**src/hdl/uvopa_pkg.sv**
```systemverilog
// ----------------------------------------------------------------------------
// uvopa_pkg
// Types, codes and helpers for the undervoltage and overpower alarm block.
// ----------------------------------------------------------------------------
package uvopa_pkg;

  localparam int unsigned POWER_W = 18;
  localparam int unsigned VOLTS_W = 12;
  localparam int unsigned SECS_W  = 17;
  localparam int unsigned MODE_W  = 2;
  localparam int unsigned EVENT_W = 2;
  localparam int unsigned CFG_IDX_W  = 2;
  localparam int unsigned CFG_DATA_W = 18;

  // 90.1 V in 0.1 V units
  localparam logic [VOLTS_W-1:0] UV_MIN_VOLTS = 12'd901;
  localparam logic [SECS_W-1:0]  DAY_SECONDS  = 17'd86400;

  typedef enum logic [MODE_W-1:0] {
    MODE_SAMPLE   = 2'd0,
    MODE_UV_CLEAR = 2'd1,
    MODE_OP_CLEAR = 2'd2,
    MODE_IDLE     = 2'd3
  } mode_t;

  typedef enum logic [EVENT_W-1:0] {
    EV_NONE  = 2'd0,
    EV_BEGIN = 2'd1,
    EV_END   = 2'd2
  } event_t;

  typedef enum logic [CFG_IDX_W-1:0] {
    CFG_UV_ENABLE    = 2'd0,
    CFG_UV_THRESHOLD = 2'd1,
    CFG_OP_ENABLE    = 2'd2,
    CFG_OP_THRESHOLD = 2'd3
  } cfg_idx_t;

  typedef struct packed {
    logic              in_alarm;
    logic              flag;
    event_t            event_code;
    logic [SECS_W-1:0] start_time;
  } alarm_t;

  typedef struct packed {
    alarm_t            st;
    logic [SECS_W-1:0] duration;
  } alarm_res_t;

  // one sample step of a two-state alarm
  function automatic alarm_res_t alarm_next(
    input alarm_t            st,
    input logic              en,
    input logic              trig,
    input logic              hold,
    input logic [SECS_W-1:0] now
  );
    alarm_res_t         res;
    logic [SECS_W:0]    diff;
    res.st       = st;
    res.duration = '0;
    diff         = {1'b0, now} - {1'b0, st.start_time};
    if (en) begin
      if (!st.in_alarm) begin
        res.st.flag       = 1'b0;
        res.st.event_code = EV_NONE;
        if (trig) begin
          res.st.in_alarm   = 1'b1;
          res.st.flag       = 1'b1;
          res.st.event_code = EV_BEGIN;
          res.st.start_time = now;
        end
      end else begin
        res.st.event_code = EV_NONE;
        if (!hold) begin
          res.st.in_alarm   = 1'b0;
          res.st.event_code = EV_END;
          // negative difference means the alarm ran across midnight
          if (diff[SECS_W]) begin
            res.duration = SECS_W'(diff + {1'b0, DAY_SECONDS});
          end else begin
            res.duration = diff[SECS_W-1:0];
          end
        end
      end
    end
    return res;
  endfunction

endpackage

```
**src/hdl/undervoltage_overpower_alarm.sv**
```systemverilog
// Each accepted input word passes the input register, then the result register.
// Throughput: one word per cycle; the
// input register advances whenever the result register is empty or taken.
// Reset (rst_n low, synchronous) clears the configuration registers, both
// alarm states and all valid flags; there is no clearing pass.
// ----------------------------------------------------------------------------
// undervoltage_overpower_alarm
// Undervoltage and overpower threshold alarms with begin/end events and
// alarm duration modulo one day.
// ----------------------------------------------------------------------------
module undervoltage_overpower_alarm (
  input  logic                               clk,
  input  logic                               rst_n,

  input  logic                               cfg_wr_en,
  input  logic [uvopa_pkg::CFG_IDX_W-1:0]    cfg_index,
  input  logic [uvopa_pkg::CFG_DATA_W-1:0]   cfg_wdata,

  input  logic                               in_valid,
  output logic                               in_stall,
  input  logic [uvopa_pkg::MODE_W-1:0]       in_mode,
  input  logic [uvopa_pkg::POWER_W-1:0]      in_total_power,
  input  logic [uvopa_pkg::VOLTS_W-1:0]      in_phase1_volts,
  input  logic [uvopa_pkg::VOLTS_W-1:0]      in_phase2_volts,
  input  logic [uvopa_pkg::SECS_W-1:0]       in_seconds_of_day,

  output logic                               out_valid,
  input  logic                               out_stall,
  output logic                               out_uv_active,
  output logic [uvopa_pkg::EVENT_W-1:0]      out_uv_event,
  output logic [uvopa_pkg::SECS_W-1:0]       out_uv_duration,
  output logic                               out_op_active,
  output logic [uvopa_pkg::EVENT_W-1:0]      out_op_event,
  output logic [uvopa_pkg::SECS_W-1:0]       out_op_duration
);

  // configuration
  logic                              uv_enable_r;
  logic [uvopa_pkg::VOLTS_W-1:0]     uv_threshold_r;
  logic                              op_enable_r;
  logic [uvopa_pkg::POWER_W-1:0]     op_threshold_r;

  // input register
  logic                              s1_valid_r;
  logic [uvopa_pkg::MODE_W-1:0]      s1_mode_r;
  logic [uvopa_pkg::POWER_W-1:0]     s1_power_r;
  logic [uvopa_pkg::VOLTS_W-1:0]     s1_v1_r;
  logic [uvopa_pkg::VOLTS_W-1:0]     s1_v2_r;
  logic [uvopa_pkg::SECS_W-1:0]      s1_secs_r;

  // alarm state
  uvopa_pkg::alarm_t                 uv_r, uv_nxt;
  uvopa_pkg::alarm_t                 op_r, op_nxt;
  logic [uvopa_pkg::SECS_W-1:0]      uv_dur_nxt, op_dur_nxt;

  // result register
  logic                              out_valid_r;
  logic                              out_uv_active_r;
  logic [uvopa_pkg::EVENT_W-1:0]     out_uv_event_r;
  logic [uvopa_pkg::SECS_W-1:0]      out_uv_duration_r;
  logic                              out_op_active_r;
  logic [uvopa_pkg::EVENT_W-1:0]     out_op_event_r;
  logic [uvopa_pkg::SECS_W-1:0]      out_op_duration_r;

  logic                              advance;
  logic                              fire;
  logic [uvopa_pkg::SECS_W-1:0]      now_wrapped;
  logic                              uv_low;
  logic                              uv_trig;
  logic                              op_high;
  uvopa_pkg::alarm_res_t             uv_res;
  uvopa_pkg::alarm_res_t             op_res;

  assign advance  = !out_valid_r || !out_stall;
  assign fire     = s1_valid_r && advance;
  assign in_stall = s1_valid_r && !advance;

  // configuration writes
  always_ff @(posedge clk) begin
    if (!rst_n) begin
      uv_enable_r    <= 1'b0;
      uv_threshold_r <= '0;
      op_enable_r    <= 1'b0;
      op_threshold_r <= '0;
    end else if (cfg_wr_en) begin
      unique case (uvopa_pkg::cfg_idx_t'(cfg_index))
        uvopa_pkg::CFG_UV_ENABLE:    uv_enable_r    <= cfg_wdata[0];
        uvopa_pkg::CFG_UV_THRESHOLD: uv_threshold_r <= cfg_wdata[uvopa_pkg::VOLTS_W-1:0];
        uvopa_pkg::CFG_OP_ENABLE:    op_enable_r    <= cfg_wdata[0];
        uvopa_pkg::CFG_OP_THRESHOLD: op_threshold_r <= cfg_wdata[uvopa_pkg::POWER_W-1:0];
        default: ;
      endcase
    end
  end

  // input register
  always_ff @(posedge clk) begin
    if (!rst_n) begin
      s1_valid_r <= 1'b0;
    end else if (!in_stall) begin
      s1_valid_r <= in_valid;
    end
  end

  always_ff @(posedge clk) begin
    if (in_valid && !in_stall) begin
      s1_mode_r  <= in_mode;
      s1_power_r <= in_total_power;
      s1_v1_r    <= in_phase1_volts;
      s1_v2_r    <= in_phase2_volts;
      s1_secs_r  <= in_seconds_of_day;
    end
  end

  // sample evaluation
  always_comb begin
    // time is below two days, one subtract brings it into range
    if (s1_secs_r >= uvopa_pkg::DAY_SECONDS) begin
      now_wrapped = s1_secs_r - uvopa_pkg::DAY_SECONDS;
    end else begin
      now_wrapped = s1_secs_r;
    end
    uv_low  = (s1_v1_r < uv_threshold_r) || (s1_v2_r < uv_threshold_r);
    uv_trig = (s1_v1_r > uvopa_pkg::UV_MIN_VOLTS) && (s1_v2_r > uvopa_pkg::UV_MIN_VOLTS)
              && uv_low;
    op_high = s1_power_r > op_threshold_r;
    uv_res  = uvopa_pkg::alarm_next(uv_r, uv_enable_r, uv_trig, uv_low, now_wrapped);
    op_res  = uvopa_pkg::alarm_next(op_r, op_enable_r, op_high, op_high, now_wrapped);

    uv_nxt     = uv_r;
    op_nxt     = op_r;
    uv_dur_nxt = '0;
    op_dur_nxt = '0;
    case (uvopa_pkg::mode_t'(s1_mode_r))
      uvopa_pkg::MODE_SAMPLE: begin
        uv_nxt     = uv_res.st;
        op_nxt     = op_res.st;
        uv_dur_nxt = uv_res.duration;
        op_dur_nxt = op_res.duration;
      end
      // start time is kept on a clear
      uvopa_pkg::MODE_UV_CLEAR: begin
        uv_nxt.in_alarm   = 1'b0;
        uv_nxt.flag       = 1'b0;
        uv_nxt.event_code = uvopa_pkg::EV_NONE;
      end
      uvopa_pkg::MODE_OP_CLEAR: begin
        op_nxt.in_alarm   = 1'b0;
        op_nxt.flag       = 1'b0;
        op_nxt.event_code = uvopa_pkg::EV_NONE;
      end
      default: ;
    endcase
  end

  // alarm state
  always_ff @(posedge clk) begin
    if (!rst_n) begin
      uv_r <= '0;
      op_r <= '0;
    end else if (fire) begin
      uv_r <= uv_nxt;
      op_r <= op_nxt;
    end
  end

  // result register
  always_ff @(posedge clk) begin
    if (!rst_n) begin
      out_valid_r <= 1'b0;
    end else if (advance) begin
      out_valid_r <= s1_valid_r;
    end
  end

  always_ff @(posedge clk) begin
    if (fire) begin
      out_uv_active_r   <= uv_nxt.flag;
      out_uv_event_r    <= uv_nxt.event_code;
      out_uv_duration_r <= uv_dur_nxt;
      out_op_active_r   <= op_nxt.flag;
      out_op_event_r    <= op_nxt.event_code;
      out_op_duration_r <= op_dur_nxt;
    end
  end

  assign out_valid       = out_valid_r;
  assign out_uv_active   = out_uv_active_r;
  assign out_uv_event    = out_uv_event_r;
  assign out_uv_duration = out_uv_duration_r;
  assign out_op_active   = out_op_active_r;
  assign out_op_event    = out_op_event_r;
  assign out_op_duration = out_op_duration_r;

`ifndef SYNTHESIS
  a_uv_dur_only_at_end: assert property (@(posedge clk) disable iff (!rst_n)
    (out_valid && out_uv_duration != '0) |-> out_uv_event == 2'(uvopa_pkg::EV_END))
    else $error("uv duration without end word");

  a_op_dur_only_at_end: assert property (@(posedge clk) disable iff (!rst_n)
    (out_valid && out_op_duration != '0) |-> out_op_event == 2'(uvopa_pkg::EV_END))
    else $error("op duration without end word");

  a_begin_sets_flag: assert property (@(posedge clk) disable iff (!rst_n)
    (out_valid && (out_uv_event == 2'(uvopa_pkg::EV_BEGIN)
                   || out_op_event == 2'(uvopa_pkg::EV_BEGIN)))
    |-> ((out_uv_event != 2'(uvopa_pkg::EV_BEGIN) || out_uv_active)
         && (out_op_event != 2'(uvopa_pkg::EV_BEGIN) || out_op_active)))
    else $error("begin word without active flag");

  a_in_alarm_has_flag: assert property (@(posedge clk) disable iff (!rst_n)
    (uv_r.in_alarm || op_r.in_alarm)
    |-> ((!uv_r.in_alarm || uv_r.flag) && (!op_r.in_alarm || op_r.flag)))
    else $error("alarm state without flag");

  a_dur_below_day: assert property (@(posedge clk) disable iff (!rst_n)
    out_valid |-> (out_uv_duration < uvopa_pkg::DAY_SECONDS
                   && out_op_duration < uvopa_pkg::DAY_SECONDS))
    else $error("duration not below one day");
`endif

endmodule

```
**config.mk**
```make
export PLATFORM = sky130hd
export DESIGN_NAME = undervoltage_overpower_alarm
export DESIGN_NICKNAME = d
export VERILOG_FILES = /design/src/hdl/uvopa_pkg.sv /design/src/hdl/undervoltage_overpower_alarm.sv
export SDC_FILE = /design/constraint.sdc
export NUM_CORES = 1
export LEC_CHECK = 0
export ABC_AREA = 1
export BUFFER_PORTS_ARGS = -buffer_cell sky130_fd_sc_hd__buf_2
export CAP_MARGIN = 20
export CORE_UTILIZATION = 59
export DETAILED_ROUTE_END_ITERATION = 12
export GPL_TIMING_DRIVEN = 0
export PLACE_DENSITY = 0.79
export SYNTH_ARGS = -nofsm -noshare
export SYNTH_HDL_FRONTEND = slang
export SYNTH_SLANG_ARGS = --single-unit
```
**constraint.sdc**
```tcl
create_clock -name clk -period 4.2 [get_ports clk]
set_clock_uncertainty 0.1 [all_clocks]
set_input_delay 0.63 -clock clk [delete_from_list [all_inputs] [get_ports clk]]
set_output_delay 0.63 -clock clk [all_outputs]
set_load 0.005 [all_outputs]
```
==> Yosys cells after proc, flatten, opt, wreduce, memory -nomap -nowiden <==
Cells that the tools add are included.
{ "totals": {"reg_bits": 177, "input_bits": 86, "out_inout_bits": 42, "wordCells": 98} }
{ "classes": {"add_sub_neg": 5, "order_cmp": 6, "eq_ne": 7, "n_mux": 25, "bitwise_logic": 5, "reduce_logical": 25} }
{ "op_table": {"columns": ["op", "n"], "rows": [
  ["17-bit 2-to-1 mux", 9],
  ["38-bit 2-to-1 mux", 2],
  ["21-bit 2-to-1 mux", 2],
  ["17-bit by 17-bit subtractor with 18-bit output", 2],
  ["17-bit adder, second input constant", 2],
  ["12-bit by 10-bit > comparator with 1-bit output, second input constant", 2],
  ["12-bit less-than comparator", 2],
  ["18-bit > comparator", 1],
  ["17-bit greater-or-equal comparator, second input constant", 1],
  ["17-bit subtractor, second input constant", 1],
  ["4-bit one-hot mux with 2 select lines", 2],
  ["5-bit AND reduction", 2],
  ["2-bit 2-to-1 mux", 4],
  ["2-bit AND reduction", 4],
  ["4-bit OR reduction", 2],
  ["2-bit == test, second input constant", 3],
  ["1-bit 2-to-1 mux", 6],
  ["3-bit AND reduction", 2],
  ["1-bit logical AND", 5],
  ["1-bit inverter", 5],
  ["2-bit by 1-bit == test with 1-bit output, second input constant", 2],
  ["1-bit zero test", 4],
  ["2-bit zero test", 2],
  ["2-bit inequality test, second input constant", 2],
  ["2 further kinds", 4]
]} }

==> Logic depth before layout (Yosys ltp) <==
Gate-level depths: netlist (run 1).
{ "depth": {"depth_word": 9, "mapped_depth": 29, "mapped_depth_nobuf": 29} }

==> Worst setup path before layout (run 1) <==
OpenSTA, ideal clock, no wires.
{ "synth_path": {"path_kind": "reg2reg", "from": "reg s1_secs_r[7] in the netlist's numbering", "to": "reg out_uv_duration_r, in the netlist out_uv_duration[15], data pin", "setup_ps": 255, "t_arrival_ps": 3055, "t_required_ps": 3845, "path_slack_ps": 790, "path_stages_with_launch": 24, "path_buffers": 0, "synth_period_minus_slack_ps": 3410, "path_cell_list": "edfxtp_1 > ha_1 > o21bai_1 > nand3_2 > nand2_4 > xor2_1 > inv_1 > ha_1 > nand2_2 > nor2_1 > nand2_1 > nand2_1 > nand2_1 > nand2_2 > inv_1 > ha_1 > inv_1 > nand2_2 > nor2_4 > nand2_2 > nand2_2 > nand2_2 > a21oi_1 > nor2_1"} }
{ "synth_between": {"elab_chain_len": 5, "elab_cells_between_ends": 6, "classes_between": "add/sub (3); order compare (1); mux (2)"} }
{ "synth_rtl": {"columns": ["item", "line", "text"], "rows": [
  ["start: declaration", "undervoltage_overpower_alarm.sv:49", "logic [uvopa_pkg::SECS_W-1:0] s1_secs_r;"],
  ["start signal: assignment", "undervoltage_overpower_alarm.sv:111", "s1_secs_r <= in_seconds_of_day;"],
  ["17-bit subtractor or 17-bit greater-or-equal comparator (tied branches)", "undervoltage_overpower_alarm.sv:119, undervoltage_overpower_alarm.sv:118", null],
  ["17-bit 2-to-1 mux *", "undervoltage_overpower_alarm.sv:118", "if (s1_secs_r >= uvopa_pkg::DAY_SECONDS) begin"],
  ["net now_wrapped (one bit)", "undervoltage_overpower_alarm.sv:67", "logic [uvopa_pkg::SECS_W-1:0] now_wrapped;"],
  ["17-bit by 17-bit subtractor with 18-bit output *", "uvopa_pkg.sv:63", "diff = {1'b0, now} - {1'b0, st.start_time};"],
  ["17-bit adder", "uvopa_pkg.sv:81", "res.duration = SECS_W'(diff + {1'b0, DAY_SECONDS});"],
  ["17-bit 2-to-1 mux *", "uvopa_pkg.sv:80", "if (diff[SECS_W]) begin"],
  ["end signal: assignment", "undervoltage_overpower_alarm.sv:180", "out_uv_duration_r <= uv_dur_nxt;"],
  ["end: declaration", "undervoltage_overpower_alarm.sv:60", "logic [uvopa_pkg::SECS_W-1:0] out_uv_duration_r;"]
]} }
The timed path passes the listed nets; every way through them passes the cells marked *.
A chain may end at the register's enable or synchronous reset.

==> Final worst setup path (run 1) <==
{ "layout_path": {"from": "reg s1_secs_r[11] in the netlist's numbering", "to": "reg out_uv_duration_r, in the netlist out_uv_duration[15], data pin"} }
{ "layout_between": {"elab_chain_len": 5, "elab_cells_between_ends": 6, "classes_between": "add/sub (3); order compare (1); mux (2)"} }
{ "layout_rtl": {"columns": ["item", "line"], "rows": [
  ["17-bit greater-or-equal comparator *", "undervoltage_overpower_alarm.sv:118"],
  ["17-bit 2-to-1 mux *", "undervoltage_overpower_alarm.sv:118"],
  ["net now_wrapped (one bit)", "undervoltage_overpower_alarm.sv:67"],
  ["17-bit by 17-bit subtractor with 18-bit output *", "uvopa_pkg.sv:63"],
  ["17-bit adder", "uvopa_pkg.sv:81"],
  ["17-bit 2-to-1 mux *", "uvopa_pkg.sv:80"]
]} }
Marked as above.

==> results.ini, run 1 <==
[synthesis]
seq_area_frac_synth_pct = 44.4
synth_compound_area_share_pct = 11.1
async_flop_share_pct = 0
synth-adder-area-share_pct = 9.78
synth_top_cell_area_share_pct = 29.6
ys_ff_latch = 177
synth_top_family_by_area = simple AND/OR/NAND/NOR gates
syn_area_sq_um = 10300
synth_xor_area_share_pct = 1.84
synth_area_per_cell_sq_um = 7.92
muxShareOfSynthArea_pct = 0
synth-edff-count = 101
synth_nets = 1460
yosys.area.top_type = edfxtp_1
synthDistinctLibCells = 40
synthSimpleGateAreaFrac_pct = 23.5
synth.yosys.warnings = 0
synth.area.top_cells = edfxtp_1 30%, dfxtp_1 15%, nand2_1 12%
synth_cells = 1295
synth_ff_type = edfxtp_1

[drt]
drc_errors = 0
drtIter0Drc = 556
drt-pass1-iter-count = 5
vias = 8725
ant_nets = 0
routed_wl_mm = 22.7
via_per_inst = 5.19
routedWlPerCell_um = 13.5

[run]
max-cap-violations = 0

[pwr]
clockPowerShare_pct = 37.4
seq_power_share_pct = 43.4
swShare_pct = 29.2
p_sw_mw = 1.31
power_density_nw_per_um2 = 377
comb_power_share_pct = 19.3
irDropWorstVdd_uv = 413
p_int_mw = 3.18
leakage_nw = 5.56

[finish]
stdcell_area_sq_um = 11900
multiInputGateArea_sq_um = 4770
final_cell_mix = 315 x nand2_1, 220 x inv_1, 131 x buf_2
nets = 1612
layout_commonest_cell = nand2_1
drive_above_1_share_pct = 16.5
register_area_sq_um = 4550
syn_to_final_growth_pct = 15.9
final_cells = 1680
n_fill_cell = 1310
n_antenna_cell = 0

[clock_network]
postCtsHoldBufs = 0
insertion_delay_ns = 0.44
cts_tree = done
htreeDepth = 4
numCtsBuffers = 17
cts_sinks = 177
clockBufferDepth = 2
path_clk_slew_ns = 0.07
root_buffer = clkbuf_16

[floorplanning]
die_y_um = 134
ioPinCount = 128
die-area_sq_um = 17900
coreArea_sq_um = 16800
fp.dieW_um = 134
start_util_pct = 61.2
rows = 47

[critical_path]
slowest_stage = edfxtp_1
path_class = reg -> reg
critPathMaxStageDelay_ns = 0.49
cp-start-kind = register
startpoint = s1_secs_r[11]
endpoint = out_uv_duration[15]
cpMostUsedCell = nand2_1
r2r_start = s1_secs_r[11]
cp-end-kind = register
critPathRequiredTime_ns = 4.30
rr_endpoint = out_uv_duration[15]
path_max_fanout = 7
arrival_ns = 3.98
r2r_slack_ns = 0.32
r2r_cells = 27

[global_routing]
overflow = 0
grt_pass1_vias = 8133
grt_pass1_wl_mm = 37.0
grt_max_degree = 41
antenna_found_initial = 0
track_usage_pct = 26.2

[sta]
finalCritPeriodShare_pct = 92.5
drv_slew = 0
setup_violations = 0
hold_ws_ns = 0.264
worst_pin_slew_ns = 0.661
hold_viol_final = 0
period_needed_ns = 3.88
max_freq_mhz = 257
finalWorstSetupSlack_ns = 0.315
max-slew-margin-rel_pct = 55.5
setup_tns_ns = 0

[placement]
io_buffers = 127
pre_cts_slack_ns = 0.266
dp_hpwl_mm = 17.2
routabilityCongestion = 0.928
placed_area_sq_um = 11200
placed_cells = 1644

[status]
status = finished, final reports clean

[worst_hold_path]
hold_path_class = in -> reg

## registers in the layout, indices dropped and copies added, names as in the netlist, 12 cells and up
register and flops:
op_r 21, uv_r 21, op_threshold_r 18, s1_power_r 18, out_op_duration 17, out_uv_duration 17
s1_secs_r 17, s1_v1_r 12, s1_v2_r 12, uv_threshold_r 12
## cell usage after synthesis (3+ instances only)
master / count
a21o_1: 3
a21oi_1: 113
and2_1: 5
buf_2: 4
clkbuf_1: 15
dfxtp_1: 76
edfxtp_1: 101
ha_1: 77
inv_1: 221
inv_2: 8
nand2_1: 315
nand2_2: 23
nand2_4: 3
nand3_1: 61
nand3_2: 6
nand4_1: 15
nor2_1: 93
nor2_2: 9
nor2_4: 5
nor3_1: 6
nor4_1: 4
o21ai_0: 85
o21bai_1: 5
or2_2: 3
xnor2_1: 6
xor2_1: 10
xor2_2: 3
## worst min path at each step
stage	startpoint	endpoint	slack, ns	cells after the start
4_1_cts	in_total_power[14]	s1_power_r[14]	0.26	1
6_report	in_total_power[14]	s1_power_r[14]	0.26	1
5_1_grt	in_total_power[14]	s1_power_r[14]	0.25	1
2_1_floorplan	op_threshold_r[0]	op_threshold_r[0]	0.33	2
3_5_place_dp	uv_r[16]	uv_r[16]	0.35	2
3_3_place_gp	op_r[9]	op_r[9]	0.35	2
## per-layer routing
layer  up-vias  part of all wire, %  track usage [%]
met4         0                  1.8             8.52
met3        32                  5.3             5.37
li1       4501                    -                -
met2       241                   48             45.1
met5         -                    0                0
met1      3951                   44             33.0
## critical path, delay by kind of cell (launching register included)
kind | cells | cell delay (ns)
compound gates | 1 | 0.12
xor+xnor | 1 | 0.16
fa+ha+maj | 2 | 0.64
buf+inv | 5 | 0.32
flops | 1 | 0.49
simple gates | 18 | 1.80
## final cells by class
cell class	instances	share of cell area [%]
Sequential cell	177	38.3
Buffer	20	0.715
Clock inverter	14	1.68
Timing Repair Buffer	133	5.93
Multi-Input combinational cell	867	40.1
Clock buffer	18	3.61
Tap cell	220	2.31
Inverter	231	7.33
## per-stage QoR
stage / total power [mW] / utilization, %
after floorplan: 2.60 / -
after global placement: 2.80 / 66.6
after detailed placement: 2.82 / 66.9
after CTS: 4.49 / 70.6
after global routing: 4.70 / 71.0
final: 4.48 / 71.0
## power by group through the flow
stage                     Sequential (mW)  Clock (mW)  Combinational, mW
after global placement               1.98           0              0.815
after floorplan                      1.97           0              0.630
final                                1.94        1.68              0.865
after CTS                            1.94        1.69              0.854
after global routing                 1.95        1.76              0.991
after detailed placement             1.98           0              0.841
## cells by family after synthesis
kind of cell	Yosys count
buf+inv	251
simple gates	551
flops	177
fa+ha+maj	79
compound gates	218
xor+xnor	19
## what timing repair did
action	4_1_cts	5_1_grt
setup buffers	0	4
setup endpoints to repair	0	7
resized for setup	0	4
No activity file was read; power rests on OpenSTA's default activity.
==> run 2, diff against run 1 <==
Settings changed: CTS_CLUSTER_DIAMETER set to 150, PLACE_DENSITY 0.79 to 0.84.
==> run 2 against run 1 <==
Against the previous run: worst setup slack worse by 0.12 ns; count of clock-buffer cells in the layout stayed put; sequential share of layout area is 0.24 points higher; first-iteration DRC count is 9.9% higher; global-route usage is 0.29 points higher; critical path depth is 5 lower; cell area is 0.61% lower; via count is 1.8% higher; worst hold slack better by 0.00068 ns; combinational power is 0.6% higher; cell count stayed put; fmax is 3.0% lower; largest cell class unchanged.
==> results.ini, run 2 (synthesis results as in run 1) <==
[floorplanning]
fp.dieW_um = 134
coreArea_sq_um = 16800
ioPinCount = 128
die-area_sq_um = 17900
rows = 47
die_y_um = 134
start_util_pct = 61.2

[finish]
multiInputGateArea_sq_um = 4780
drive_above_1_share_pct = 16.5
register_area_sq_um = 4550
n_antenna_cell = 0
top_regs = op_r x21, uv_r x21
nets = 1612
final_cell_mix = 314 x nand2_1, 220 x inv_1, 131 x buf_2
syn_to_final_growth_pct = 15.2
n_fill_cell = 1310
layout_commonest_cell = nand2_1
stdcell_area_sq_um = 11800

[critical_path]
critPathRequiredTime_ns = 4.29
rr_endpoint = out_uv_duration[15]
r2r_start = s1_secs_r[7]
path_class = reg -> reg
arrival_ns = 4.10
cp-end-kind = register
cp-start-kind = register
path_max_fanout = 8
r2r_cells = 22
r2r_slack_ns = 0.20

[sta]
setup_tns_ns = 0
worst_pin_slew_ns = 0.651
finalWorstSetupSlack_ns = 0.195
max_freq_mhz = 250
hold_viol_final = 0
max-slew-margin-rel_pct = 56.6
period_needed_ns = 4.00
drv_slew = 0
setup_violations = 0
finalCritPeriodShare_pct = 95.4

[clock_network]
insertion_delay_ns = 0.43
htreeDepth = 4
path_clk_slew_ns = 0.07
numCtsBuffers = 17
cts_sinks = 177
clockBufferDepth = 2
root_buffer = clkbuf_16
cts_tree = done

[pwr]
p_total_mw = 4.30
comb_power_share_pct = 20.2
p_int_mw = 2.99
swShare_pct = 30.4
seq_power_share_pct = 45.2
leakage_nw = 5.54
p_sw_mw = 1.31
irDropWorstVdd_uv = 373
clockPowerShare_pct = 34.6
power_density_nw_per_um2 = 364

[drt]
ant_nets = 0
via_per_inst = 5.29
vias = 8885
routedWlPerCell_um = 13.7
drtIter0Drc = 611
drt-pass1-iter-count = 5
drc_errors = 0
routed_wl_mm = 23.0

[worst_hold_path]
hold_start = in_phase2_volts[0]
hold_path_class = in -> reg
hold_depth = 1
hold_path_end = s1_v2_r[0]

[global_routing]
grt_max_degree = 40
track_usage_pct = 26.5
grt_pass1_wl_mm = 37.5
overflow = 0
antenna_found_initial = 0
grt_pass1_vias = 8439

[placement]
dp_hpwl_mm = 17.6
pre_cts_slack_ns = 0.298
io_buffers = 127
routabilityCongestion = 0.920
placed_area_sq_um = 11200

[status]
status = finished, final reports clean

[run]
max-cap-violations = 0

## run 2: cell types whose count changed in the layout (fill, tap and decap cells not counted), moves of 2 or more
cell,before,now
inv_8,2,5
bufinv_16,3,0
clkinv_8,2,0
clkinv_4,2,0
## run 2: per-stage QoR
| step | util (%) | hold WS, ns | instances |
|---|---|---|---|
| floorplan | - | 0.327 | 1295 |
| global placement | 66.6 | 0.348 | 1642 |
| detailed placement | 66.9 | 0.353 | 1644 |
| CTS | 70.2 | 0.247 | 1676 |
| global route | 70.5 | 0.255 | 1680 |
| finish | 70.5 | 0.264 | 1680 |
## run 2: power groups by stage
stage | Clock (mW) | Combinational, mW | Sequential, mW
2_1_floorplan | 0 | 0.630 | 1.97
3_3_place_gp | 0 | 0.810 | 1.98
3_5_place_dp | 0 | 0.849 | 1.98
4_1_cts | 1.51 | 0.860 | 1.94
5_1_grt | 1.57 | 0.993 | 1.95
6_report | 1.49 | 0.870 | 1.95
## run 2: repair_timing
item / in CTS / in global routing
resized for setup: 0 / 6
hold buffers: 0 / 0
endpoints found under the setup margin: 0 / 9
buffers inserted: 0 / 4
## run 2: per-layer routing
metal / vias to the layer above / GRT usage, % / share of wire (%)
met5: - / 0 / 0
met4: 0 / 11.4 / 3.3
met3: 53 / 5.74 / 6.5
met2: 293 / 45.9 / 48
met1: 4036 / 31.8 / 42
li1: 4503 / - / -
## run 2: how the worst max path moves through the flow
stage | from | endpoint | slack [ns] | depth (start not counted)
CTS | s1_secs_r[1] | out_uv_duration[15] | 0.23 | 25
floorplan | s1_secs_r[7] | out_uv_duration[15] | 0.79 | 23
detailed placement | s1_secs_r[1] | out_uv_duration[15] | 0.30 | 25
global placement | s1_secs_r[1] | out_op_duration[15] | 0.35 | 24
global route | s1_secs_r[7] | out_op_duration[15] | -0.009 | 22
finish | s1_secs_r[7] | out_uv_duration[15] | 0.20 | 22
## run 2: layout make-up
class	instances	share of cell area, %
multi-input combinational	867	40.4
sequential	177	38.5
inverter	231	7.38
timing repair buffer	133	5.97
clock buffer	18	3.63
tap	220	2.33
clock inverter	14	1.01
buffer	20	0.720
## run 2: critical path, stage by stage, from the launching register on
cell      delay [ns]
edfxtp_1        0.50
ha_1            0.32
o21bai_1        0.25
nand3_2         0.13
nand2_4         0.16
inv_4           0.07
o21ai_0         0.29
inv_1           0.16
ha_1            0.39
nand2_1         0.16
nor2_2          0.21
and2_1          0.16
nand2_1         0.10
nand2_2         0.11
nand2_2         0.06
nand2_4         0.12
inv_4           0.07
nand2_1         0.07
nand2_2         0.07
nand2_2         0.07
nand3_2         0.05
nand2_1         0.07
nor2_1          0.04
